## src/sv/lfps_fifo.sv

```systemverilog
// Short job queue between the front end and the back end.
// Depends on nothing; width and depth come from the instantiating level.
module lfps_fifo #(
  parameter int WIDTH = 16,
  parameter int DEPTH = 4
) (
  input  logic             clk,
  input  logic             rst_n,
  input  logic             wr_valid,
  input  logic [WIDTH-1:0] wr_data,
  output logic             full,
  output logic             rd_valid,
  input  logic             rd_ready,
  output logic [WIDTH-1:0] rd_data
);

  localparam int PTR_W = (DEPTH > 1) ? $clog2(DEPTH) : 1;
  localparam int CNT_W = $clog2(DEPTH + 1);

  logic [WIDTH-1:0] slot_r [DEPTH];
  logic [PTR_W-1:0] wr_ptr_r;
  logic [PTR_W-1:0] rd_ptr_r;
  logic [CNT_W-1:0] cnt_r;
  logic             push;
  logic             pop;

  assign full     = cnt_r == CNT_W'(DEPTH);
  assign rd_valid = cnt_r != '0;
  assign push     = wr_valid && !full;
  assign pop      = rd_ready && rd_valid;
  assign rd_data  = slot_r[rd_ptr_r];

  always_ff @(posedge clk) begin
    if (!rst_n) begin
      wr_ptr_r <= '0;
      rd_ptr_r <= '0;
      cnt_r    <= '0;
    end else begin
      if (push) begin
        wr_ptr_r <= (wr_ptr_r == PTR_W'(DEPTH - 1)) ? '0 : wr_ptr_r + 1'b1;
      end
      if (pop) begin
        rd_ptr_r <= (rd_ptr_r == PTR_W'(DEPTH - 1)) ? '0 : rd_ptr_r + 1'b1;
      end
      if (push && !pop) begin
        cnt_r <= cnt_r + 1'b1;
      end else if (pop && !push) begin
        cnt_r <= cnt_r - 1'b1;
      end
    end
  end

  always_ff @(posedge clk) begin
    if (push) begin
      slot_r[wr_ptr_r] <= wr_data;
    end
  end

endmodule

```

## config.mk

```make
export PLATFORM = sky130hd
export DESIGN_NAME = lfps_fifo
export DESIGN_NICKNAME = d
export VERILOG_FILES = /design/src/sv/lfps_fifo.sv
export SDC_FILE = /design/constraint.sdc
export NUM_CORES = 1
export LEC_CHECK = 0
export BUFFER_PORTS_ARGS = -buffer_cell sky130_fd_sc_hd__buf_2
export CORE_MARGIN = 5
export CORE_UTILIZATION = 30
export CTS_BUF_LIST = sky130_fd_sc_hd__clkbuf_16
export DETAILED_ROUTE_END_ITERATION = 10
export PLACE_DENSITY = 0.51
export SLEW_MARGIN = 10
export SYNTH_ARGS = -nofsm -noshare
export SYNTH_HDL_FRONTEND = slang
export SYNTH_SLANG_ARGS = --single-unit
```

## constraint.sdc

```tcl
create_clock -name clk -period 2.9 [get_ports clk]
set_input_delay 0.145 -clock clk [delete_from_list [all_inputs] [get_ports clk]]
set_output_delay 0.145 -clock clk [all_outputs]
set_load 0.02 [all_outputs]
```

==> impl_metrics.json <==
{
  "min_path_cells": 1,
  "coreArea_um2": 9200,
  "synth_cell_types": 24,
  "ir_drop_mv": 0.382,
  "outcome": "finished clean",
  "critPathCaptureType": "flop",
  "p_sw_frac": 0.291,
  "die_w_um": 107,
  "stdcell_count": 298,
  "first_pass_iters": 4,
  "crit_arrival_ps": 2550,
  "multi_input_area_um2": 664,
  "critical_path_class": "flop to flop",
  "slowest_delay_ps": 440,
  "yosysSeqAreaShare": 0.743,
  "rows": 35,
  "cts.sinks": 73,
  "startpoint": "cnt_r[0]",
  "worstPathCellList": "nor3b_2, nor2b_1, ha_1, inv_1, fa_1, xor2_1, or3_1, a21boi_0",
  "min_from": "wr_data[2]",
  "clockRootBuffer": "clkbuf_16",
  "regArea_um2": 2100,
  "max_cap_viol_count": 0,
  "cp_top_family": "simple AND/OR/NAND/NOR gates",
  "yosys_warnings": 0,
  "gp_congestion": 0.738,
  "tritoncts": "done",
  "finalHoldViolations": 0,
  "htree_levels": 3,
  "holdBufCountCts": 0,
  "crit_required_ps": 3150,
  "die_area_um2": 11500,
  "grt_pass1_vias": 1431,
  "io_buffer_count": 37,
  "mappedNetlistArea_um2": 2830,
  "fmax_mhz": 435,
  "p_sw_w": 0.000905,
  "fin_skew_ps": 3.53,
  "r2r_start": "cnt_r[0]",
  "worstPathMaxFanout": 7,
  "num_io_pins": 38,
  "antenna_left": 0,
  "crit_cells": 8,
  "hold_class": "primary input to flop",
  "clock_power_share": 0.331,
  "grt_usage": 0.0900,
  "synth_seq_cells": 73,
  "avgSynthCellArea_um2": 20.9,
  "cts_made_buffers": 9,
  "vias": 1336,
  "dpl.cell_count": 282,
  "grt_pass1_wl_um": 7580,
  "grt-ovfl-total": 0,
  "min_period_ps": 2300,
  "drt_iter0_markers": 49,
  "fin_tns_setup_ps": 0,
  "antenna_found_initial": 0,
  "clockBufferDepth": 2,
  "ctsResizeCount": 0,
  "critPathLaunchType": "flop",
  "clk_pin_slew_ps": 60,
  "slew_headroom": 0.495,
  "p_leak_nw": 1.21,
  "power_density_nw_per_um2": 908,
  "syn_inst": 135,
  "rsz0062_at_grt": "no",
  "combPwrFrac": 0.229,
  "setup-violations-final": 0,
  "worstSkewPairLatency_ps": 320,
  "initial_utilization": 0.307,
  "area_delta_synth_final_pct": 21.1,
  "layout-drive-gt1-share": 0.369,
  "grt_max_degree": 17,
  "tightestPinTransition_ps": 756,
  "fin_ws_ps": 601,
  "totalWireLength_um": 4650,
  "via_per_inst": 4.48,
  "diodes": 0,
  "cts.repair_timing.setup_buffer_count": 0,
  "dp_worst_setup_slack_ps": 569,
  "nNetsFinal": 209,
  "slew_violations": 0,
  "drcViolationCount": 0,
  "power_frac_seq": 0.440,
  "fill_cells": 855,
  "die_height_um": 107,
  "synth_fp_nets": 162,
  "post-route-period-util": 0.793,
  "crit_slowest_cell": "dfxtp_1",
  "worst_r2r_path_depth": 8,
  "wl_per_cell_um": 15.6,
  "path_buf_inv": 1,
  "dpl.hpwl_um": 2990,
  "p_int_w": 0.00220
}
## layer usage
layer / track usage / wire length, µm / vias up
li1: - / - / 632
met1: 0.105 / 1950 / 658
met2: 0.143 / 2240 / 38
met3: 0.0482 / 405 / 8
met4: 0.0274 / 55 / 0
met5: 0 / 0 / -
## flip-flops by register name, indices dropped and copies added (netlist names), named ones only
name / count
wr_ptr_r: 2
slot_r: 64
rd_ptr_r: 2
cnt_r: 3
## path summary, 6_finish.rpt
kind	slack, ps	endpoint
worst max-delay path	600	cnt_r[2]
worst min-delay path	40	slot_r[1][2]
worst max register to register	600	cnt_r[2]
worst min register to register	500	wr_ptr_r[1]
## per-stage QoR
step	util	hold WS [ps]	area (µm²)	power (W)
2_1_floorplan	-	244	2830	0.00192
3_3_place_gp	0.341	362	3140	0.00212
3_5_place_dp	0.341	369	3140	0.00213
4_1_cts	0.372	27.7	3420	0.00317
5_1_grt	0.372	24.0	3420	0.00330
6_report	0.372	37.7	3420	0.00311
## power by group through the flow
stage | Clock, W | Combinational (W) | Sequential (W)
after CTS | 0.00106 | 0.000733 | 0.00137
final | 0.00103 | 0.000713 | 0.00137
after floorplan | 0 | 0.000573 | 0.00135
after global routing | 0.00111 | 0.000793 | 0.00139
after detailed placement | 0 | 0.000729 | 0.00140
after global placement | 0 | 0.000732 | 0.00139
## area by class of cell
cell class	count	area share
tap	111	0.0406
timing repair buffer	42	0.0650
inverter	3	0.00329
clock inverter	7	0.0175
multi-input combinational	53	0.194
sequential	73	0.614
clock buffer	9	0.0658
## synthesized netlist by cell type, drive strengths merged
cell type | n | area (µm²)
nor2 | 2 | 7.51
dfxtp | 9 | 180
fa | 1 | 20.0
mux4 | 16 | 383
edfxtp | 64 | 1920
xor2 | 1 | 8.76
xnor2 | 1 | 8.76
o21ai | 3 | 15.0
inv | 3 | 11.3
or3 | 2 | 12.5
o31ai | 1 | 7.51
a21boi | 1 | 7.51
nand3 | 2 | 10.0
nor3b | 1 | 12.5
and2 | 5 | 31.3
nand2 | 6 | 22.5
ha | 6 | 75.1
clkbuf | 1 | 3.75
mux2i | 3 | 30.0
nor2b | 2 | 12.5
buf | 5 | 46.3
## logic make-up after synthesis
| group | Yosys count | share of synthesized area |
|---|---|---|
| muxes | 19 | 0.146 |
| adders and majority gates | 7 | 0.0336 |
| DFF | 73 | 0.743 |
| and+or+nand+nor | 20 | 0.0385 |
| AOI/OAI and AO/OA | 5 | 0.0106 |
| buffers and inverters | 9 | 0.0217 |
| xor gates and xnor gates | 2 | 0.00620 |
## placed cells by master (no fill, tap or decap), types with 2 or more instances in the layout
master,n
buf_4,5
and2_1,5
edfxtp_1,64
clkinvlp_4,3
mux4_2,10
nand3_1,2
o21ai_0,3
or3_1,2
clkbuf_16,9
inv_6,3
nand2_1,6
buf_2,37
mux2i_1,3
mux4_1,6
dfxtp_1,9
nor2_1,2
ha_1,6
inv_1,3
nor2b_1,2
(Power assumes the default switching activity.)
