==> src/sv/lfps_pkg.sv <==
// Shared constants, types and tables for the line follower PID steering block.
// Depends on nothing; every other file of the block but lfps_fifo imports it.
package lfps_pkg;

  localparam int SENSOR_COUNT = 7;
  localparam int SENS_W = 10;
  localparam int ERR_W = 7;
  localparam int GAIN_W = 32;
  localparam int SPEED_CFG_W = 12;
  localparam int SPEED_W = 13;
  localparam int FRAC_W = 16;
  localparam int IP_CAP_LOG2 = 50;
  localparam int INTEGRAL_WIDTH_DEFAULT = 24;
  localparam int QUEUE_DEPTH = 4;

  localparam logic signed [SPEED_W-1:0] SPEED_CREEP = 13'sd26;
  localparam logic signed [SPEED_W-1:0] SPEED_TURN = 13'sd1562;

  localparam logic signed [ERR_W-1:0] WEIGHT_TAB [SENSOR_COUNT] =
    '{-7'sd20, -7'sd10, -7'sd5, 7'sd0, 7'sd5, 7'sd10, 7'sd20};

  typedef enum logic [1:0] {
    CMD_PID  = 2'd0,
    CMD_VEER = 2'd1,
    CMD_TURN = 2'd2,
    CMD_STOP = 2'd3
  } cmd_t;

  typedef enum logic [1:0] {
    VEER_NONE,
    VEER_BASE_LEFT,
    VEER_BASE_RIGHT
  } veer_t;

  typedef enum logic [1:0] {
    MAIN_PID,
    MAIN_TURN_LEFT,
    MAIN_TURN_RIGHT
  } main_t;

  typedef enum logic [2:0] {
    REG_SENSE_THRESHOLD = 3'd0,
    REG_RED_LEVEL       = 3'd1,
    REG_BLACK_LEVEL     = 3'd2,
    REG_GAIN_P          = 3'd3,
    REG_GAIN_I          = 3'd4,
    REG_GAIN_D          = 3'd5,
    REG_BASE_SPEED      = 3'd6,
    REG_SPEED_CAP       = 3'd7
  } reg_idx_t;

  typedef logic [SENSOR_COUNT-1:0][SENS_W-1:0] sample_t;

  typedef struct packed {
    logic [SENS_W-1:0]      sense_threshold;
    logic [SENS_W-1:0]      red_level;
    logic [SENS_W-1:0]      black_level;
    logic [GAIN_W-1:0]      gain_p;
    logic [GAIN_W-1:0]      gain_i;
    logic [GAIN_W-1:0]      gain_d;
    logic [SPEED_CFG_W-1:0] base_speed;
    logic [SPEED_CFG_W-1:0] speed_cap;
  } cfg_t;

  typedef struct packed {
    veer_t                   veer;
    main_t                   main_op;
    logic signed [ERR_W-1:0] err;
    logic                    stop;
  } job_t;

  localparam cfg_t CFG_RESET = '{
    sense_threshold: 10'd300,
    red_level:       10'd300,
    black_level:     10'd500,
    gain_p:          32'd8388608,
    gain_i:          32'd17,
    gain_d:          32'd1678,
    base_speed:      12'd1608,
    speed_cap:       12'd3144
  };

endpackage

==> src/sv/lfps_front.sv <==
// Front end: accepts sensor samples and classifies each one into a job.
// Depends on lfps_pkg; pushes jobs into the queue that feeds the back end.
module lfps_front (
  input  logic            in_valid,
  output logic            in_ready,
  input  lfps_pkg::sample_t sample,
  input  lfps_pkg::cfg_t  cfg,
  input  logic            q_full,
  output logic            q_push,
  output lfps_pkg::job_t  q_job
);
  import lfps_pkg::*;

  localparam logic [SENSOR_COUNT-1:0] PAT_OUTER_LEFT = SENSOR_COUNT'(3);
  localparam logic [SENSOR_COUNT-1:0] PAT_OUTER_RIGHT =
    SENSOR_COUNT'(3) << (SENSOR_COUNT - 2);

  logic [SENSOR_COUNT-1:0] line_bits;
  logic                    all_black;
  logic signed [ERR_W-1:0] err;
  logic [SENS_W-1:0]       first_s;
  logic [SENS_W-1:0]       last_s;
  logic                    marker;

  assign first_s = sample[0];
  assign last_s  = sample[SENSOR_COUNT-1];

  always_comb begin
    line_bits = '0;
    all_black = 1'b1;
    err = '0;
    for (int i = 0; i < SENSOR_COUNT; i++) begin
      line_bits[i] = sample[i] > cfg.sense_threshold;
      if (sample[i] <= cfg.black_level) all_black = 1'b0;
      if (line_bits[i]) err = err + WEIGHT_TAB[i];
    end
  end

  assign marker =
    (first_s < cfg.red_level && last_s > cfg.red_level && last_s < cfg.black_level) ||
    (last_s < cfg.red_level && first_s > cfg.red_level && first_s < cfg.black_level);

  always_comb begin
    q_job.veer = VEER_NONE;
    if (marker) begin
      if (first_s > cfg.red_level && first_s < cfg.sense_threshold) begin
        q_job.veer = VEER_BASE_LEFT;
      end else if (last_s > cfg.red_level && last_s < cfg.sense_threshold) begin
        q_job.veer = VEER_BASE_RIGHT;
      end
    end
    if (line_bits == PAT_OUTER_LEFT) begin
      q_job.main_op = MAIN_TURN_LEFT;
    end else if (line_bits == PAT_OUTER_RIGHT) begin
      q_job.main_op = MAIN_TURN_RIGHT;
    end else begin
      q_job.main_op = MAIN_PID;
    end
    q_job.err  = err;
    q_job.stop = all_black;
  end

  assign in_ready = !q_full;
  assign q_push   = in_valid && !q_full;

endmodule

==> config.mk <==
export PLATFORM = sky130hd
export DESIGN_NAME = lfps_front
export DESIGN_NICKNAME = d
export VERILOG_FILES = /design/src/sv/lfps_pkg.sv /design/src/sv/lfps_front.sv
export SDC_FILE = /design/constraint.sdc
export NUM_CORES = 1
export LEC_CHECK = 0
export ABC_CLOCK_PERIOD_IN_PS = 5400
export BUFFER_PORTS_ARGS = -buffer_cell sky130_fd_sc_hd__buf_2
export CAP_MARGIN = 20
export CORE_MARGIN = 4
export CORE_UTILIZATION = 33
export DETAILED_ROUTE_END_ITERATION = 6
export PLACE_DENSITY_LB_ADDON = 0.3
export SYNTH_ARGS = -nofsm -noshare
export SYNTH_HDL_FRONTEND = slang
export SYNTH_SLANG_ARGS = --single-unit
==> constraint.sdc <==
create_clock -name vclk -period 5.4
set_clock_uncertainty 0.05 [all_clocks]
set_input_delay 0 -clock vclk [all_inputs]
set_output_delay 0 -clock vclk [all_outputs]
set_load 0.01 [all_outputs]
==> qor.yml <==
outcome: "finished clean"
drc_errors: 0
ioPinCount: 236
final_cells: 820
rows: 41
power_density_mw_per_mm2: 122.9
drive_above_1_share: 0.2037
finalSetupViolations: 0
slew_headroom: 0.3724
antenna_found_initial: 0
wl_per_cell_um: 18.77
grt_pass1_wl_um: 23780
die_y_um: 121.4
area_delta_synth_final_pct: 19.20
synth_cells: 529
path_common_cell: "ha_1"
placed_cells: 820
synth_common_cells: "ha_1 (169), inv_1 (52), a21oi_1 (46), nand4_1 (29)"
yosysTopAreaCellShare: 0.4984
grt_overflow: 0
place_congestion: 0.8740
critPathLaunchType: "input pin"
hp-class: "in -> out"
initial_core_util: 0.3362
min_period_ns: 4.792
cts_hold_buf: 0
dieArea_mm2: 0.01474
period_share: 0.8875
post-cts-setup-buffer-count: 0
syn_nets: 920
syn_avg_cell_area_um2: 8.020
peakVddDrop_uv: 52.66
ys_types: 49
post_cts_resized: 0
fin_nets: 1041
met2_usage: 0.3565
drt_first_iter_violations: 234
grt_max_degree: 10
cap_viol_max_count: 0
grt_pass1_vias: 4699
power.leakage_nw: 2.727
yosys_warnings: 0
avgViaCountPerCell: 5.574
synth_most_common_cell: "ha_1"
endpoint_kind: "primary output"
hpwl_um: 13160
path_depth: 18
fill_cells: 1336
nClkBuffers: 0
drt-pass1-iter-count: 4
setup_tns_ns: 0
seqCellArea_um2: 0
max_stage_delay_ns: 0.82
seq_area_frac_synth: 0
diodes: 0
hold_viol: 0
finalMaxSlewViolations: 0
flops_and_latches: 0
wirelength_um: 15390
num_vias: 4571
die_w_um: 121.4
cp_top_family: "adder cells"
rsz0062_at_grt: "no"
placement.io_buffers: 116
worstSetupStartpoint: "cfg[147]"
worst_pin_slew_ns: 0.9177
crit_arrival_ns: 4.74
fmax_mhz: 208.7
critPathSlowestCell: "a2111oi_0"
met3_usage: 0.01632
ant_nets: 0
grt_usage: 0.2045
post-route-util: 0.4008
syn_area_mm2: 0.004243
synth_top_cells_by_area: "ha_1 (50%), a21oi_1 (5.4%), inv_1 (4.6%)"
coreArea_mm2: 0.01262
crit_type: "in -> out"
yosysTopAreaCell: "ha_1"
path_buf_inv: 5
grt_busiest_layer: "met2"
cp.required_ns: 5.35
grt_util_met1: 0.2791
crit_path_max_fanout: 7
path_cells: "buf_2 -> inv_1 -> ha_1 -> nand4_1 -> a211oi_1 -> a2111oi_0 -> nor2_1 -> inv_1 -> ha_1 -> inv_1 -> xnor3_1 -> ha_1 -> mux2_2 -> ha_1 -> and3b_1 -> nor4_1 -> a211o_1 -> buf_2"
endpoint: "q_job[7]"
worst min-delay path by stage:
stage | startpoint | cells after the start | end | slack [ns]
3_5_place_dp | q_full | 3 | in_ready | 0.19
3_3_place_gp | q_full | 3 | in_ready | 0.19
2_1_floorplan | q_full | 1 | in_ready | -0.006
5_1_grt | q_full | 3 | in_ready | 0.22
6_report | q_full | 3 | in_ready | 0.19
4_1_cts | q_full | 3 | in_ready | 0.19
per-layer routing:
| layer | share of wire | vias up |
|---|---|---|
| met4 | 0.015 | 0 |
| met5 | 0 | - |
| li1 | - | 2258 |
| met2 | 0.45 | 152 |
| met1 | 0.47 | 2141 |
| met3 | 0.057 | 20 |
power breakdown:
group          leakage, nW  total (W)  internal, W  switching, W
Sequential               0          0            0             0
Combinational         2.73   0.000621     0.000273      0.000348
Clock                    0          0            0             0
stage by stage:
stage / area, um^2 / hold slack (ns) / setup slack [ns] / total power (W)
floorplan: 4243 / -0.006487 / 1.611 / 0.0004146
global placement: 5057 / 0.1871 / 0.7801 / 0.0005911
detailed placement: 5057 / 0.1901 / 0.6800 / 0.0006169
CTS: 5057 / 0.1918 / 0.6825 / 0.0006195
global route: 5057 / 0.2216 / 0.3038 / 0.0006993
finish: 5057 / 0.1896 / 0.6077 / 0.0006215
final cells by class:
class / instances / area (um^2) / area share
inverters: 53 / 198.9 / 0.03934
well taps: 172 / 215.2 / 0.04255
multi-input cells: 474 / 4025 / 0.7959
repair buffers: 121 / 618.1 / 0.1222
placed cells by master, fill, tap and decap left out, types with 5 or more instances in the layout:
cell      synthesis  layout
nor3_1           12      12
a21oi_1          46      46
o21a_1           16      16
o21ai_0          26      26
a21o_1           23      23
nor2_1           21      21
xnor2_1          10      10
nand4_1          29      29
buf_4             1       5
ha_1            169     169
buf_2             0     116
nand3_1           9       9
nor2b_1          14      14
nand2_1          26      26
a211oi_1          8       8
inv_1            52      52
o211ai_1         10      10
nand2b_1         11      11
kinds of logic after synthesis:
family                     count (synthesis)  synth area share
AOI/OAI and AO/OA                        152            0.2374
xor gates and xnor gates                  11           0.02595
adders and majority gates                169            0.4984
buffers and inverters                     55           0.05131
muxes                                      4           0.01003
and+or+nand+nor                          138            0.1769
Power figures use the tool's default switching activity.
