==> config.mk <==
export PLATFORM = sky130hd
export DESIGN_NAME = lfps_emit
export DESIGN_NICKNAME = d
export VERILOG_FILES = /design/src/sv/lfps_pkg.sv /design/src/sv/lfps_emit.sv
export SDC_FILE = /design/constraint.sdc
export NUM_CORES = 1
export LEC_CHECK = 0
export BUFFER_PORTS_ARGS = -buffer_cell sky130_fd_sc_hd__buf_2
export CORE_MARGIN = 3
export CORE_UTILIZATION = 37
export DETAILED_ROUTE_END_ITERATION = 6
export HOLD_SLACK_MARGIN = 0.06
export PLACE_DENSITY = 0.84
export SYNTH_ARGS = -nofsm -noshare
export SYNTH_HDL_FRONTEND = slang
export SYNTH_SLANG_ARGS = --single-unit
==> constraint.sdc <==
create_clock -name clk -period 2.6 [get_ports clk]
set_input_delay 0.52 -clock clk [delete_from_list [all_inputs] [get_ports clk]]
set_output_delay 0.52 -clock clk [all_outputs]
set_load 0.005 [all_outputs]
==> src/sv/lfps_pkg.sv <==
// Shared constants, types and tables for the line follower PID steering block.
// Depends on nothing; every other file of the block but lfps_fifo imports it.
package lfps_pkg;

  localparam int SENSOR_COUNT = 7;
  localparam int SENS_W = 10;
  localparam int ERR_W = 7;
  localparam int GAIN_W = 32;
  localparam int SPEED_CFG_W = 12;
  localparam int SPEED_W = 13;
  localparam int FRAC_W = 16;
  localparam int IP_CAP_LOG2 = 50;
  localparam int INTEGRAL_WIDTH_DEFAULT = 24;
  localparam int QUEUE_DEPTH = 4;

  localparam logic signed [SPEED_W-1:0] SPEED_CREEP = 13'sd26;
  localparam logic signed [SPEED_W-1:0] SPEED_TURN = 13'sd1562;

  localparam logic signed [ERR_W-1:0] WEIGHT_TAB [SENSOR_COUNT] =
    '{-7'sd20, -7'sd10, -7'sd5, 7'sd0, 7'sd5, 7'sd10, 7'sd20};

  typedef enum logic [1:0] {
    CMD_PID  = 2'd0,
    CMD_VEER = 2'd1,
    CMD_TURN = 2'd2,
    CMD_STOP = 2'd3
  } cmd_t;

  typedef enum logic [1:0] {
    VEER_NONE,
    VEER_BASE_LEFT,
    VEER_BASE_RIGHT
  } veer_t;

  typedef enum logic [1:0] {
    MAIN_PID,
    MAIN_TURN_LEFT,
    MAIN_TURN_RIGHT
  } main_t;

  typedef enum logic [2:0] {
    REG_SENSE_THRESHOLD = 3'd0,
    REG_RED_LEVEL       = 3'd1,
    REG_BLACK_LEVEL     = 3'd2,
    REG_GAIN_P          = 3'd3,
    REG_GAIN_I          = 3'd4,
    REG_GAIN_D          = 3'd5,
    REG_BASE_SPEED      = 3'd6,
    REG_SPEED_CAP       = 3'd7
  } reg_idx_t;

  typedef logic [SENSOR_COUNT-1:0][SENS_W-1:0] sample_t;

  typedef struct packed {
    logic [SENS_W-1:0]      sense_threshold;
    logic [SENS_W-1:0]      red_level;
    logic [SENS_W-1:0]      black_level;
    logic [GAIN_W-1:0]      gain_p;
    logic [GAIN_W-1:0]      gain_i;
    logic [GAIN_W-1:0]      gain_d;
    logic [SPEED_CFG_W-1:0] base_speed;
    logic [SPEED_CFG_W-1:0] speed_cap;
  } cfg_t;

  typedef struct packed {
    veer_t                   veer;
    main_t                   main_op;
    logic signed [ERR_W-1:0] err;
    logic                    stop;
  } job_t;

  localparam cfg_t CFG_RESET = '{
    sense_threshold: 10'd300,
    red_level:       10'd300,
    black_level:     10'd500,
    gain_p:          32'd8388608,
    gain_i:          32'd17,
    gain_d:          32'd1678,
    base_speed:      12'd1608,
    speed_cap:       12'd3144
  };

endpackage

==> src/sv/lfps_emit.sv <==
// Result sequencer: expands one finished job into its one to three result
// requests and drives the output register. Depends on lfps_pkg.
module lfps_emit (
  input  logic                                clk,
  input  logic                                rst_n,
  input  lfps_pkg::cfg_t                      cfg,
  input  logic                                up_valid,
  output logic                                up_ready,
  input  lfps_pkg::job_t                      up_job,
  input  logic signed [lfps_pkg::SPEED_W-1:0] up_left,
  input  logic signed [lfps_pkg::SPEED_W-1:0] up_right,
  output logic                                out_valid,
  input  logic                                out_ready,
  output lfps_pkg::cmd_t                      out_command,
  output logic signed [lfps_pkg::SPEED_W-1:0] out_left_speed,
  output logic signed [lfps_pkg::SPEED_W-1:0] out_right_speed,
  output logic                                out_last
);
  import lfps_pkg::*;

  localparam int SLOT_VEER = 0;
  localparam int SLOT_MAIN = 1;
  localparam int SLOT_STOP = 2;

  logic [2:0]                pend_r;
  logic [2:0]                pend_nxt;
  job_t                      job_r;
  logic signed [SPEED_W-1:0] pl_r;
  logic signed [SPEED_W-1:0] pr_r;
  logic                      out_valid_r;
  cmd_t                      cmd_r;
  logic signed [SPEED_W-1:0] left_r;
  logic signed [SPEED_W-1:0] right_r;
  logic                      last_r;

  logic [2:0]                pick;
  logic [2:0]                rest;
  logic                      out_free;
  logic                      fire;
  logic                      take;
  logic signed [SPEED_W-1:0] base_s;
  cmd_t                      cmd_nxt;
  logic signed [SPEED_W-1:0] left_nxt;
  logic signed [SPEED_W-1:0] right_nxt;

  assign pick     = pend_r & (~pend_r + 3'd1);
  assign rest     = pend_r & ~pick;
  assign out_free = !out_valid_r || out_ready;
  assign fire     = out_free && (pend_r != '0);
  assign up_ready = (pend_r == '0) || (fire && rest == '0);
  assign take     = up_valid && up_ready;
  assign base_s   = $signed({1'b0, cfg.base_speed});

  always_comb begin
    if (take) begin
      pend_nxt = {up_job.stop, 1'b1, up_job.veer != VEER_NONE};
    end else if (fire) begin
      pend_nxt = rest;
    end else begin
      pend_nxt = pend_r;
    end
  end

  always_comb begin
    cmd_nxt   = CMD_STOP;
    left_nxt  = '0;
    right_nxt = '0;
    if (pick[SLOT_VEER]) begin
      cmd_nxt = CMD_VEER;
      if (job_r.veer == VEER_BASE_LEFT) begin
        left_nxt  = base_s;
        right_nxt = SPEED_CREEP;
      end else begin
        left_nxt  = SPEED_CREEP;
        right_nxt = base_s;
      end
    end else if (pick[SLOT_MAIN]) begin
      case (job_r.main_op)
        MAIN_TURN_LEFT: begin
          cmd_nxt   = CMD_TURN;
          left_nxt  = SPEED_CREEP;
          right_nxt = SPEED_TURN;
        end
        MAIN_TURN_RIGHT: begin
          cmd_nxt   = CMD_TURN;
          left_nxt  = SPEED_TURN;
          right_nxt = SPEED_CREEP;
        end
        default: begin
          cmd_nxt   = CMD_PID;
          left_nxt  = pl_r;
          right_nxt = pr_r;
        end
      endcase
    end else if (pick[SLOT_STOP]) begin
      cmd_nxt = CMD_STOP;
    end
  end

  always_ff @(posedge clk) begin
    if (!rst_n) begin
      pend_r      <= '0;
      out_valid_r <= 1'b0;
    end else begin
      pend_r <= pend_nxt;
      if (fire) begin
        out_valid_r <= 1'b1;
      end else if (out_ready) begin
        out_valid_r <= 1'b0;
      end
    end
  end

  always_ff @(posedge clk) begin
    if (take) begin
      job_r <= up_job;
      pl_r  <= up_left;
      pr_r  <= up_right;
    end
    if (fire) begin
      cmd_r   <= cmd_nxt;
      left_r  <= left_nxt;
      right_r <= right_nxt;
      last_r  <= rest == '0;
    end
  end

  assign out_valid       = out_valid_r;
  assign out_command     = cmd_r;
  assign out_left_speed  = left_r;
  assign out_right_speed = right_r;
  assign out_last        = last_r;

endmodule

==> impl_results.md <==
- Post-synthesis instance total: approximately 160
- CP endpoint kind: primary output
- Data arrival, critical path: around 1800 ps
- PD cells: about 810 nW/µm²
- Most frequent cells in the layout: buf_2, edfxtp_1, o21ai_0
- IO Count: 223
- Initial antenna violation count: 1
- Later-pin clock latency in the skew report: between 300 and 400 ps
- Setup violations, final: 0
- Fillers: 574
- Die Ht: roughly 90 µm
- Flops & latches, synth: between 60 and 70
- Slew HR: 63.1%
- P&R area growth vs syn: 26.2%
- Leak Pwr: roughly 0.0013 µW
- DR WL/cell: ~17 µm
- Via/cell ratio: between 5 and 6
- Die X: a little under 90 µm
- Residual DRC: 0
- Post-CTS setup buffer count: 0
- Critical path class: reg -> out
- Leading cell type in the layout, fill and taps excluded: buf_2
- H-tree depth: 3
- Critical path peak fanout: 16
- Nets@finish: between 400 and 500
- IO Port Bufs: a little under 80
- Slew Viols, Final: 0
- CP Launch Type: register
- Period utilisation layout: between 80% and 90%
- RSZ-0062 raised after global routing: no
- Worst hold path type: in -> reg
- Setup tns final: 0 ps
- CTS root buf: clkbuf_8
- Min cycle time layout: between 2000 and 2500 ps
- Slew @ Worst Pin: 554 ps
- Total Die Area: 7810 µm²
- Final ANT Viol Nets: 0
- Clk_skew: 6.00 ps
- Post_cts resized: 0
- Number of core rows: 29
- Core area: 6460 µm²
- Main flop type after synthesis: edfxtp_1
- GRT Resource Usage Total: between 10% and 20%
- Syn_nets: between 300 and 400
- Largest net degree at the start of global routing: 31
- Max cap viols: 0
- Share of layout cells above drive strength 1: between 30% and 40%
- Synth Area per Inst: roughly 16 µm²
- Clock Pin Slew Worst Setup and Hold Paths: 70 ps
- Worst flop-to-flop path endpoint: pl_r[12]
- Number of global-route vias before repair: 1696
- WHS: roughly 370 ps
- Warnings, synthesis: 0
- Hold EP: pr_r[6]
- CP max stage cell: dfxtp_1
- Clk sinks: 63
- Initial DRC Count: a little under 80
- CTS Buf Count: 9
- Count of different cell masters after synthesis: 34
- Gpl congestion: between 0.7 and 0.8
- Final worst-path setup slack: about 310 ps
- CTS tree: built
- Worst VDD drop: 0.364 mV
- Ys async rst share: 0%
- CP peak stage delay: ~620 ps
- Worst EP required: roughly 2100 ps
- DP HPWL: 4.00 mm
- # hold bufs at CTS: 0
- Final WL: roughly 5.7 mm
- Starting density of the core: 38.9%
- First-pass GRT wire length: 8.80 mm
- Crit-path cells: or2_2 > nor2_1 > or3_1 > buf_2
- Place WS: 618 ps
- R2R cell count: 4
- Syn Std Cell Area: roughly 2500 µm²
- Hold path depth: 1
- Power, Total: around 2600 µW
- Layout Utilization: approximately half
- EDFF count, synth: 59
- R2R setup slack: ~660 ps
- Max Freq: 437 MHz
- Seq/Total Area, Yosys: 73.8%
- First-pass DRT Iterations: 4
- Status: finished clean
- Total grt overflow: 0
- RR Startpoint: pend_r[1]
- Final hold vios: 0
- Clock tree buffer depth: 2
- HP Start: up_right[6]
- Vias: around 1700
-- per-stage QoR --
stage / std cells / instance area [µm²]
after global routing: 325 / 3160
final: 326 / 3170
after detailed placement: 309 / 2960
after global placement: 309 / 2960
after CTS: 325 / 3160
after floorplan: 161 / 2510
-- critical path: cells and delay by family (launching register included) --
family / cells / cell delay [ps]
buffers and inverters: 1 / 130
AND/OR/NAND/NOR: 3 / 700
flip-flops: 1 / 620
-- worst max path at each step --
stage | from | to | slack, ps | cells after the start
final | pend_r[1] | up_ready | 310 | 4
after global routing | pend_r[1] | up_ready | 180 | 4
after CTS | pend_r[1] | up_ready | 310 | 4
after detailed placement | out_ready | up_ready | 620 | 5
after global placement | out_ready | up_ready | 640 | 5
after floorplan | out_ready | out_command[0] | 270 | 3
-- final cells by class --
cell class	count	area (µm²)	area share (%)
antenna	1	2.50	0.0790
sequential	63	1850	58.5
tap	77	96.3	3.04
inverter	4	15.0	0.474
multi-input combinational	83	574	18.1
timing repair buffer	82	423	13.4
clock buffer	11	131	4.15
clock inverter	5	72.6	2.29
-- per-layer routing --
| layer | global-route usage (%) | share of wire, % | vias to the layer above |
|---|---|---|---|
| met5 | 0 | 0 | - |
| met3 | 6.42 | 7.9 | 7 |
| met2 | 22.8 | 45 | 68 |
| met1 | 20.8 | 45 | 815 |
| li1 | - | - | 805 |
| met4 | 7.42 | 1.5 | 0 |
-- report_power, final --
group          total (µW)  internal (µW)  leakage (µW)  switching (µW)
Sequential           1330           1270      0.000614            52.8
Clock                 885            533      0.000102             352
Combinational         357            149      0.000547             208
-- cell usage after synthesis (all sizes together), types with 2 or more instances --
| library cell | number | share of area (%) |
|---|---|---|
| nor2 | 7 | 1.7 |
| o22ai | 4 | 1.0 |
| o21ai | 18 | 3.6 |
| ha | 2 | 1.0 |
| nand2b | 2 | 0.50 |
| clkbuf | 4 | 0.60 |
| or2 | 2 | 0.50 |
| nand2 | 5 | 0.75 |
| a32o | 14 | 5.6 |
| dfxtp | 4 | 3.2 |
| nor2b | 4 | 1.3 |
| o211ai | 2 | 0.60 |
| a21oi | 6 | 1.2 |
| or3 | 2 | 0.50 |
| edfxtp | 59 | 71 |
| and2 | 2 | 0.50 |
| inv | 4 | 0.60 |
| a31oi | 2 | 0.50 |
| buf | 7 | 2.2 |
-- cells by family (layout without fill, tap and decap cells) --
| logic type | after synthesis | after routing | share of synthesized area, % |
|---|---|---|---|
| AOI/OAI and AO/OA | 54 | 54 | 15.1 |
| buffers and inverters | 15 | 102 | 3.44 |
| adders and majority gates | 2 | 2 | 0.997 |
| and+or+nand+nor | 27 | 27 | 6.68 |
| DFF | 63 | 63 | 73.8 |
| other | 0 | 1 | 0 |
-- registers in the layout, indices dropped and copies added, names as in the netlist --
| register | count |
|---|---|
| out_right_speed | 13 |
| out_valid | 1 |
| pr_r | 13 |
| out_command | 2 |
| job_r | 4 |
| out_last | 1 |
| pend_r | 3 |
| pl_r | 13 |
| out_left_speed | 13 |
Note: power is estimated with default switching activity, not from simulation.
