[src/sv/lfps_pkg.sv]
// Shared constants, types and tables for the line follower PID steering block.
// Depends on nothing; every other file of the block but lfps_fifo imports it.
package lfps_pkg;

  localparam int SENSOR_COUNT = 7;
  localparam int SENS_W = 10;
  localparam int ERR_W = 7;
  localparam int GAIN_W = 32;
  localparam int SPEED_CFG_W = 12;
  localparam int SPEED_W = 13;
  localparam int FRAC_W = 16;
  localparam int IP_CAP_LOG2 = 50;
  localparam int INTEGRAL_WIDTH_DEFAULT = 24;
  localparam int QUEUE_DEPTH = 4;

  localparam logic signed [SPEED_W-1:0] SPEED_CREEP = 13'sd26;
  localparam logic signed [SPEED_W-1:0] SPEED_TURN = 13'sd1562;

  localparam logic signed [ERR_W-1:0] WEIGHT_TAB [SENSOR_COUNT] =
    '{-7'sd20, -7'sd10, -7'sd5, 7'sd0, 7'sd5, 7'sd10, 7'sd20};

  typedef enum logic [1:0] {
    CMD_PID  = 2'd0,
    CMD_VEER = 2'd1,
    CMD_TURN = 2'd2,
    CMD_STOP = 2'd3
  } cmd_t;

  typedef enum logic [1:0] {
    VEER_NONE,
    VEER_BASE_LEFT,
    VEER_BASE_RIGHT
  } veer_t;

  typedef enum logic [1:0] {
    MAIN_PID,
    MAIN_TURN_LEFT,
    MAIN_TURN_RIGHT
  } main_t;

  typedef enum logic [2:0] {
    REG_SENSE_THRESHOLD = 3'd0,
    REG_RED_LEVEL       = 3'd1,
    REG_BLACK_LEVEL     = 3'd2,
    REG_GAIN_P          = 3'd3,
    REG_GAIN_I          = 3'd4,
    REG_GAIN_D          = 3'd5,
    REG_BASE_SPEED      = 3'd6,
    REG_SPEED_CAP       = 3'd7
  } reg_idx_t;

  typedef logic [SENSOR_COUNT-1:0][SENS_W-1:0] sample_t;

  typedef struct packed {
    logic [SENS_W-1:0]      sense_threshold;
    logic [SENS_W-1:0]      red_level;
    logic [SENS_W-1:0]      black_level;
    logic [GAIN_W-1:0]      gain_p;
    logic [GAIN_W-1:0]      gain_i;
    logic [GAIN_W-1:0]      gain_d;
    logic [SPEED_CFG_W-1:0] base_speed;
    logic [SPEED_CFG_W-1:0] speed_cap;
  } cfg_t;

  typedef struct packed {
    veer_t                   veer;
    main_t                   main_op;
    logic signed [ERR_W-1:0] err;
    logic                    stop;
  } job_t;

  localparam cfg_t CFG_RESET = '{
    sense_threshold: 10'd300,
    red_level:       10'd300,
    black_level:     10'd500,
    gain_p:          32'd8388608,
    gain_i:          32'd17,
    gain_d:          32'd1678,
    base_speed:      12'd1608,
    speed_cap:       12'd3144
  };

endpackage

[src/sv/lfps_pid.sv]
// Back end: seven-stage PID pipeline that holds the error state and computes
// the drive speeds. Depends on lfps_pkg; every job passes through in order.
module lfps_pid #(
  parameter int INTEGRAL_WIDTH = lfps_pkg::INTEGRAL_WIDTH_DEFAULT
) (
  input  logic                                   clk,
  input  logic                                   rst_n,
  input  lfps_pkg::cfg_t                         cfg,
  input  logic                                   up_valid,
  output logic                                   up_ready,
  input  lfps_pkg::job_t                         up_job,
  output logic                                   dn_valid,
  input  logic                                   dn_ready,
  output lfps_pkg::job_t                         dn_job,
  output logic signed [lfps_pkg::SPEED_W-1:0]    dn_left,
  output logic signed [lfps_pkg::SPEED_W-1:0]    dn_right
);
  import lfps_pkg::*;

  localparam int IW = INTEGRAL_WIDTH;
  localparam int STAGES = 7;
  localparam int D_W = ERR_W + 1;
  localparam int PE_W = ERR_W + GAIN_W + 1;
  localparam int PD_W = D_W + GAIN_W + 1;
  localparam int PED_W = PD_W + 1;
  localparam int H = (IW + 1) / 2;
  localparam int HI = IW - H;
  localparam int LO_W = H + GAIN_W;
  localparam int HI_W = HI + GAIN_W;
  localparam int IP_W = IP_CAP_LOG2 + 1;
  localparam int SUM_W = (IW + GAIN_W > IP_W) ? IW + GAIN_W : IP_W;
  localparam int T_W = ((PED_W > IP_W) ? PED_W : IP_W) + 2;
  localparam int V_W = T_W + 1;
  localparam int RND_W = SPEED_CFG_W + FRAC_W + 1;
  localparam logic [SUM_W-1:0] IP_CAP = SUM_W'(1) << IP_CAP_LOG2;

  function automatic logic signed [SPEED_W-1:0] motor_cmd(
    input logic [V_W-1:0]         v,
    input logic [SPEED_CFG_W-1:0] vmax
  );
    logic [V_W-1:0]          top;
    logic [RND_W-1:0]        rnd;
    logic signed [SPEED_W-1:0] res;
    top = {{(V_W - SPEED_CFG_W - FRAC_W){1'b0}}, vmax, {FRAC_W{1'b0}}};
    rnd = {1'b0, v[SPEED_CFG_W+FRAC_W-1:0]} + RND_W'(1 << (FRAC_W - 1));
    if (v[V_W-1]) begin
      res = SPEED_CREEP;
    end else if (v > top) begin
      res = -$signed({1'b0, vmax});
    end else begin
      res = -$signed({1'b0, rnd[SPEED_CFG_W+FRAC_W-1:FRAC_W]});
    end
    return res;
  endfunction

  logic                    vld_r [STAGES];
  job_t                    job_r [STAGES];
  logic                    adv;
  logic                    take;

  logic signed [IW-1:0]    err_sum_r;
  logic signed [ERR_W-1:0] prev_err_r;
  logic [IW:0]             sum_ext;
  logic [IW-1:0]           sum_nxt;
  logic [D_W-1:0]          d_nxt;

  logic signed [D_W-1:0]   d1_r;
  logic signed [IW-1:0]    es1_r;
  logic signed [GAIN_W:0]  gp_s;
  logic signed [GAIN_W:0]  gd_s;
  logic signed [PE_W-1:0]  pe_nxt;
  logic signed [PD_W-1:0]  pd_nxt;
  logic [IW-1:0]           mag_nxt;
  logic signed [PE_W-1:0]  pe2_r;
  logic signed [PD_W-1:0]  pd2_r;
  logic [IW-1:0]           mag2_r;
  logic                    neg2_r;
  logic [LO_W-1:0]         ilo3_r;
  logic [HI_W-1:0]         ihi3_r;
  logic [PED_W-1:0]        ped3_r;
  logic                    neg3_r;
  logic [SUM_W-1:0]        ip_full;
  logic [IP_W-1:0]         ip4_r;
  logic [PED_W-1:0]        ped4_r;
  logic                    neg4_r;
  logic [T_W-1:0]          ped_ext;
  logic [T_W-1:0]          ip_ext;
  logic [T_W-1:0]          t5_r;
  logic [V_W-1:0]          base_ext;
  logic [V_W-1:0]          t_ext;
  logic [V_W-1:0]          vl6_r;
  logic [V_W-1:0]          vr6_r;
  logic signed [SPEED_W-1:0] left7_r;
  logic signed [SPEED_W-1:0] right7_r;

  assign adv      = !vld_r[STAGES-1] || dn_ready;
  assign up_ready = adv;
  assign take     = up_valid && adv;

  assign sum_ext = {err_sum_r[IW-1], err_sum_r} +
                   {{(IW + 1 - ERR_W){up_job.err[ERR_W-1]}}, up_job.err};
  assign sum_nxt = (sum_ext[IW] != sum_ext[IW-1]) ?
                   (sum_ext[IW] ? {1'b1, {(IW-1){1'b0}}} : {1'b0, {(IW-1){1'b1}}}) :
                   sum_ext[IW-1:0];
  assign d_nxt   = {up_job.err[ERR_W-1], up_job.err} - {prev_err_r[ERR_W-1], prev_err_r};

  assign gp_s    = $signed({1'b0, cfg.gain_p});
  assign gd_s    = $signed({1'b0, cfg.gain_d});
  assign pe_nxt  = job_r[0].err * gp_s;
  assign pd_nxt  = d1_r * gd_s;
  assign mag_nxt = es1_r[IW-1] ? (~es1_r + 1'b1) : es1_r;

  assign ip_full = (SUM_W'(ihi3_r) << H) + SUM_W'(ilo3_r);

  assign ped_ext = {{(T_W - PED_W){ped4_r[PED_W-1]}}, ped4_r};
  assign ip_ext  = {{(T_W - IP_W){1'b0}}, ip4_r};

  assign base_ext = {{(V_W - SPEED_CFG_W - FRAC_W){1'b0}}, cfg.base_speed, {FRAC_W{1'b0}}};
  assign t_ext    = {t5_r[T_W-1], t5_r};

  always_ff @(posedge clk) begin
    if (!rst_n) begin
      for (int k = 0; k < STAGES; k++) begin
        vld_r[k] <= 1'b0;
      end
      err_sum_r  <= '0;
      prev_err_r <= '0;
    end else begin
      if (adv) begin
        vld_r[0] <= up_valid;
        for (int k = 1; k < STAGES; k++) begin
          vld_r[k] <= vld_r[k-1];
        end
      end
      if (take && up_job.main_op == MAIN_PID) begin
        err_sum_r  <= sum_nxt;
        prev_err_r <= up_job.err;
      end
    end
  end

  always_ff @(posedge clk) begin
    if (adv) begin
      job_r[0] <= up_job;
      for (int k = 1; k < STAGES; k++) begin
        job_r[k] <= job_r[k-1];
      end
      d1_r     <= d_nxt;
      es1_r    <= sum_nxt;
      pe2_r    <= pe_nxt;
      pd2_r    <= pd_nxt;
      mag2_r   <= mag_nxt;
      neg2_r   <= es1_r[IW-1];
      ilo3_r   <= mag2_r[H-1:0] * cfg.gain_i;
      ihi3_r   <= mag2_r[IW-1:H] * cfg.gain_i;
      ped3_r   <= {{(PED_W - PE_W){pe2_r[PE_W-1]}}, pe2_r} +
                  {{(PED_W - PD_W){pd2_r[PD_W-1]}}, pd2_r};
      neg3_r   <= neg2_r;
      ip4_r    <= (ip_full > IP_CAP) ? IP_CAP[IP_W-1:0] : ip_full[IP_W-1:0];
      ped4_r   <= ped3_r;
      neg4_r   <= neg3_r;
      t5_r     <= neg4_r ? (ped_ext - ip_ext) : (ped_ext + ip_ext);
      vl6_r    <= base_ext - t_ext;
      vr6_r    <= base_ext + t_ext;
      left7_r  <= motor_cmd(vl6_r, cfg.speed_cap);
      right7_r <= motor_cmd(vr6_r, cfg.speed_cap);
    end
  end

  assign dn_valid = vld_r[STAGES-1];
  assign dn_job   = job_r[STAGES-1];
  assign dn_left  = left7_r;
  assign dn_right = right7_r;

endmodule

[config.mk]
export PLATFORM = sky130hd
export DESIGN_NAME = lfps_pid
export DESIGN_NICKNAME = d
export VERILOG_FILES = /design/src/sv/lfps_pkg.sv /design/src/sv/lfps_pid.sv
export SDC_FILE = /design/constraint.sdc
export NUM_CORES = 2
export LEC_CHECK = 0
export BUFFER_PORTS_ARGS = -buffer_cell sky130_fd_sc_hd__buf_2
export CAP_MARGIN = 10
export CORE_UTILIZATION = 60
export CTS_CLUSTER_DIAMETER = 80
export CTS_CLUSTER_SIZE = 25
export DETAILED_ROUTE_END_ITERATION = 7
export PLACE_DENSITY = 0.77
export SYNTH_ARGS = -nofsm -noshare
export SYNTH_HDL_FRONTEND = slang
export SYNTH_SLANG_ARGS = --single-unit
[constraint.sdc]
create_clock -name clk -period 42.6 [get_ports clk]
set_clock_uncertainty 0.1 [all_clocks]
set_input_delay 2.13 -clock clk [delete_from_list [all_inputs] [get_ports clk]]
set_output_delay 2.13 -clock clk [all_outputs]
set_load 0.03 [all_outputs]
==> results.md <==
- Min cycle time layout: 8.391 ns
- Syn Area/Cell: 9.712 um^2
- Total Routed Length: 163.9 mm
- Syn. warnings: 0
- EDFF count, synth: 635
- Worst slew pin tran: 1.225 ns
- MaxCap Viol Count: 0
- Seq/Total Area, Yosys: 0.2658
- Postcts setup bufs: 0
- Share of the synthesized area in the top cell type: 0.2561
- Min-Delay Path Class: flop to flop
- Via count: 53392
- DR vias/cell: approximately 5.7
- Crit path kind: input port to flop
- Post-DRT Antenna Nets: 0
- RePlAce Congestion: 0.9313
- CTS tree: done
- Synth cell types: 85
- DRT iter0 DRCs: 3473
- Largest net degree at the start of global routing: 127
- F_max: 119.2 MHz
- Syn Nets: 9324
- CTS Hold Buffers Added: 0
- Unrepaired setup endpoints after global routing: false
- Die height: ~350 um
- Final setup margin: about 34 ns
- Vias in the first global route: approximately 55000
- Area after DPL: 0.07674 mm^2
- CTS buffer count: 42
- Global-route wire length before repair: 272.5 mm
- Hold Vio Cnt, Final: 0
- Critical Path RT: 42.86 ns
- Buffers on Ports: between 150 and 200
- Reg clk slew, reported paths: 0.10 ns
- Outcome: finished, final reports clean
- Area Overhead vs Synth: 5.079%
- Leading register cell type out of synthesis: edfxtp_1
- H-tree Lvls: 2
- Initial antenna violation count: 12
- Setup TNS: 0 ns
- Net count, final: 9329
- Die Wd: 354.2 um
- Top-Level Pins: 206
- Ranking of synthesized cells by area: edfxtp_1 (26%), fa_1 (25%), ha_1 (9.3%)
- Slew margin rel.: 0.1831
- DRC Markers: 0
- HPWL Detailed: 128.1 mm
- Critical Path Start Type: input port
- Arrival time at the worst endpoint: 8.65 ns
- Post-Syn Area: 0.07444 mm^2
- Syn Inst Count: between 7000 and 8000
- Yosys reg bits: 671
- # setup viols final: 0
- Count of pins over their slew limit: 0
- CORE AREA: around 0.12 mm^2
- Grt ovf: 0
- CTS Buffer Depth: 3
- CP Max Fanout: 24
- Cell taking the most area after synthesis: edfxtp_1
- Share of cells above drive strength 1: 0.04378
- All-Layer GR Usage: 0.2659
- Crit share post-route: 0.1970
- Pre-CTS setup slack: ~34 ns
- Final instance area: around 0.08 mm^2
- Die area: about 0.13 mm^2
- Per-cell routed wire length: 17.56 um
- Starting Density: 0.6084
- Root Buffer: clkbuf_16
- Clk_lat worst skew: 0.64 ns
- # rows: roughly 130
- Setup crit end kind: flop
- Ys async rst share: 0
- Drt pass-1 iters: 8
- Post-CTS Resized: 0
- Clock tree sinks: 671
critical path, stage by stage:
cell and delay (ns):
buf_2 0.48, nand2_1 0.17, fa_1 0.56, inv_1 0.05, fa_1 0.50, inv_1 0.05
fa_1 0.54, inv_1 0.05, fa_1 0.47, inv_1 0.06, fa_1 0.50, inv_1 0.05
ha_1 0.32, o21a_1 0.15, o21a_1 0.11, a311oi_1 0.60, o2111ai_1 0.37, a21oi_1 0.36
o31ai_1 0.18, nand3_1 0.13, and2_1 0.20, o21ai_0 0.13, xor2_1 0.47
worst paths after layout:
kind                     from           to  slack [ns]  depth (start not counted)
setup / recovery      cfg[63]   ihi3_r[37]       34.21                         23
setup reg to reg   mag2_r[23]   ihi3_r[42]       35.08                         20
hold reg to reg   job_r[4][1]  job_r[5][1]        0.32                          0
hold / removal    job_r[4][1]  job_r[5][1]        0.32                          0
kinds of logic (layout without fill, tap and decap cells):
logic type / after synthesis / in the layout / share of synthesized area
AND/OR/NAND/NOR: 2453 / 2453 / 0.1621
adder cells (fa/ha/maj): 1509 / 1509 / 0.3476
buffers and inverters: 1494 / 1527 / 0.07558
AO/OA/AOI/OAI: 1050 / 1050 / 0.09128
flip-flops: 671 / 671 / 0.2658
XOR/XNOR: 474 / 474 / 0.05577
multiplexers: 14 / 14 / 0.001882
other: 0 / 6 / 0
state kept, by name, indices dropped and copies added (netlist names), 24 cells and up:
| name | count |
|---|---|
| pe2_r | 40 |
| vl6_r | 54 |
| ilo3_r | 44 |
| es1_r | 24 |
| err_sum_r | 24 |
| ip4_r | 51 |
| pd2_r | 41 |
| ihi3_r | 44 |
| job_r | 84 |
| mag2_r | 24 |
| ped4_r | 42 |
| t5_r | 53 |
| ped3_r | 42 |
| vr6_r | 53 |
Yosys cell counts, types with 65 or more instances:
cell and n:
inv_1 1229, fa_1 937, nand2_1 933, edfxtp_1 635, and2_1 561, ha_1 556, nor2_1 367, xnor2_1 324
a21oi_1 301, clkbuf_1 256, o21ai_0 197, xor2_1 150, a21o_1 136, nand2b_1 90, nand3_1 89, nor3_1 80
nor2b_1 69, o21a_1 65
metal layers:
| metal | global-route usage | up-vias | wire [um] |
|---|---|---|---|
| li1 | - | 24867 | - |
| met1 | 0.3589 | 26515 | 69640 |
| met2 | 0.4451 | 1676 | 78870 |
| met3 | 0.03105 | 322 | 9429 |
| met4 | 0.09509 | 12 | 5825 |
| met5 | 0 | - | 81 |
through the flow:
stage	cells	hold slack (ns)	utilization
final	9329	0.3185	0.6393
after global routing	9329	0.3291	0.6393
after global placement	9251	0.3008	0.6272
after CTS	9323	0.3191	0.6392
after floorplan	7665	0.3003	-
after detailed placement	9251	0.3045	0.6272
cell type report:
type | instances | area, um^2
diodes | 6 | 15.01
clock buffers | 48 | 1115
clock inverters | 24 | 357.8
fillers | 9744 | 44130
inverters | 1231 | 4628
multi-input cells | 5500 | 49040
flip-flops and latches | 671 | 19790
well taps | 1625 | 2033
repair buffers | 224 | 1244
layout by cell type, fill, tap and decap left out, drive strengths merged, types with 29 or more instances in the layout:
master,count
a211oi,51
a21boi,30
a21o,136
a21oi,303
a31oi,48
and2,561
and3,59
buf,224
clkbuf,48
dfxtp,36
edfxtp,635
fa,937
ha,556
inv,1245
nand2,933
nand2b,90
nand3,89
nand4,39
nor2,367
nor2b,69
nor3,80
nor4,50
o21a,65
o21ai,204
o21bai,43
or3,29
xnor2,324
xor2,150
Power is not shown: default switching activity piles up to over one toggle a cycle in this logic, so the estimate is an artifact.
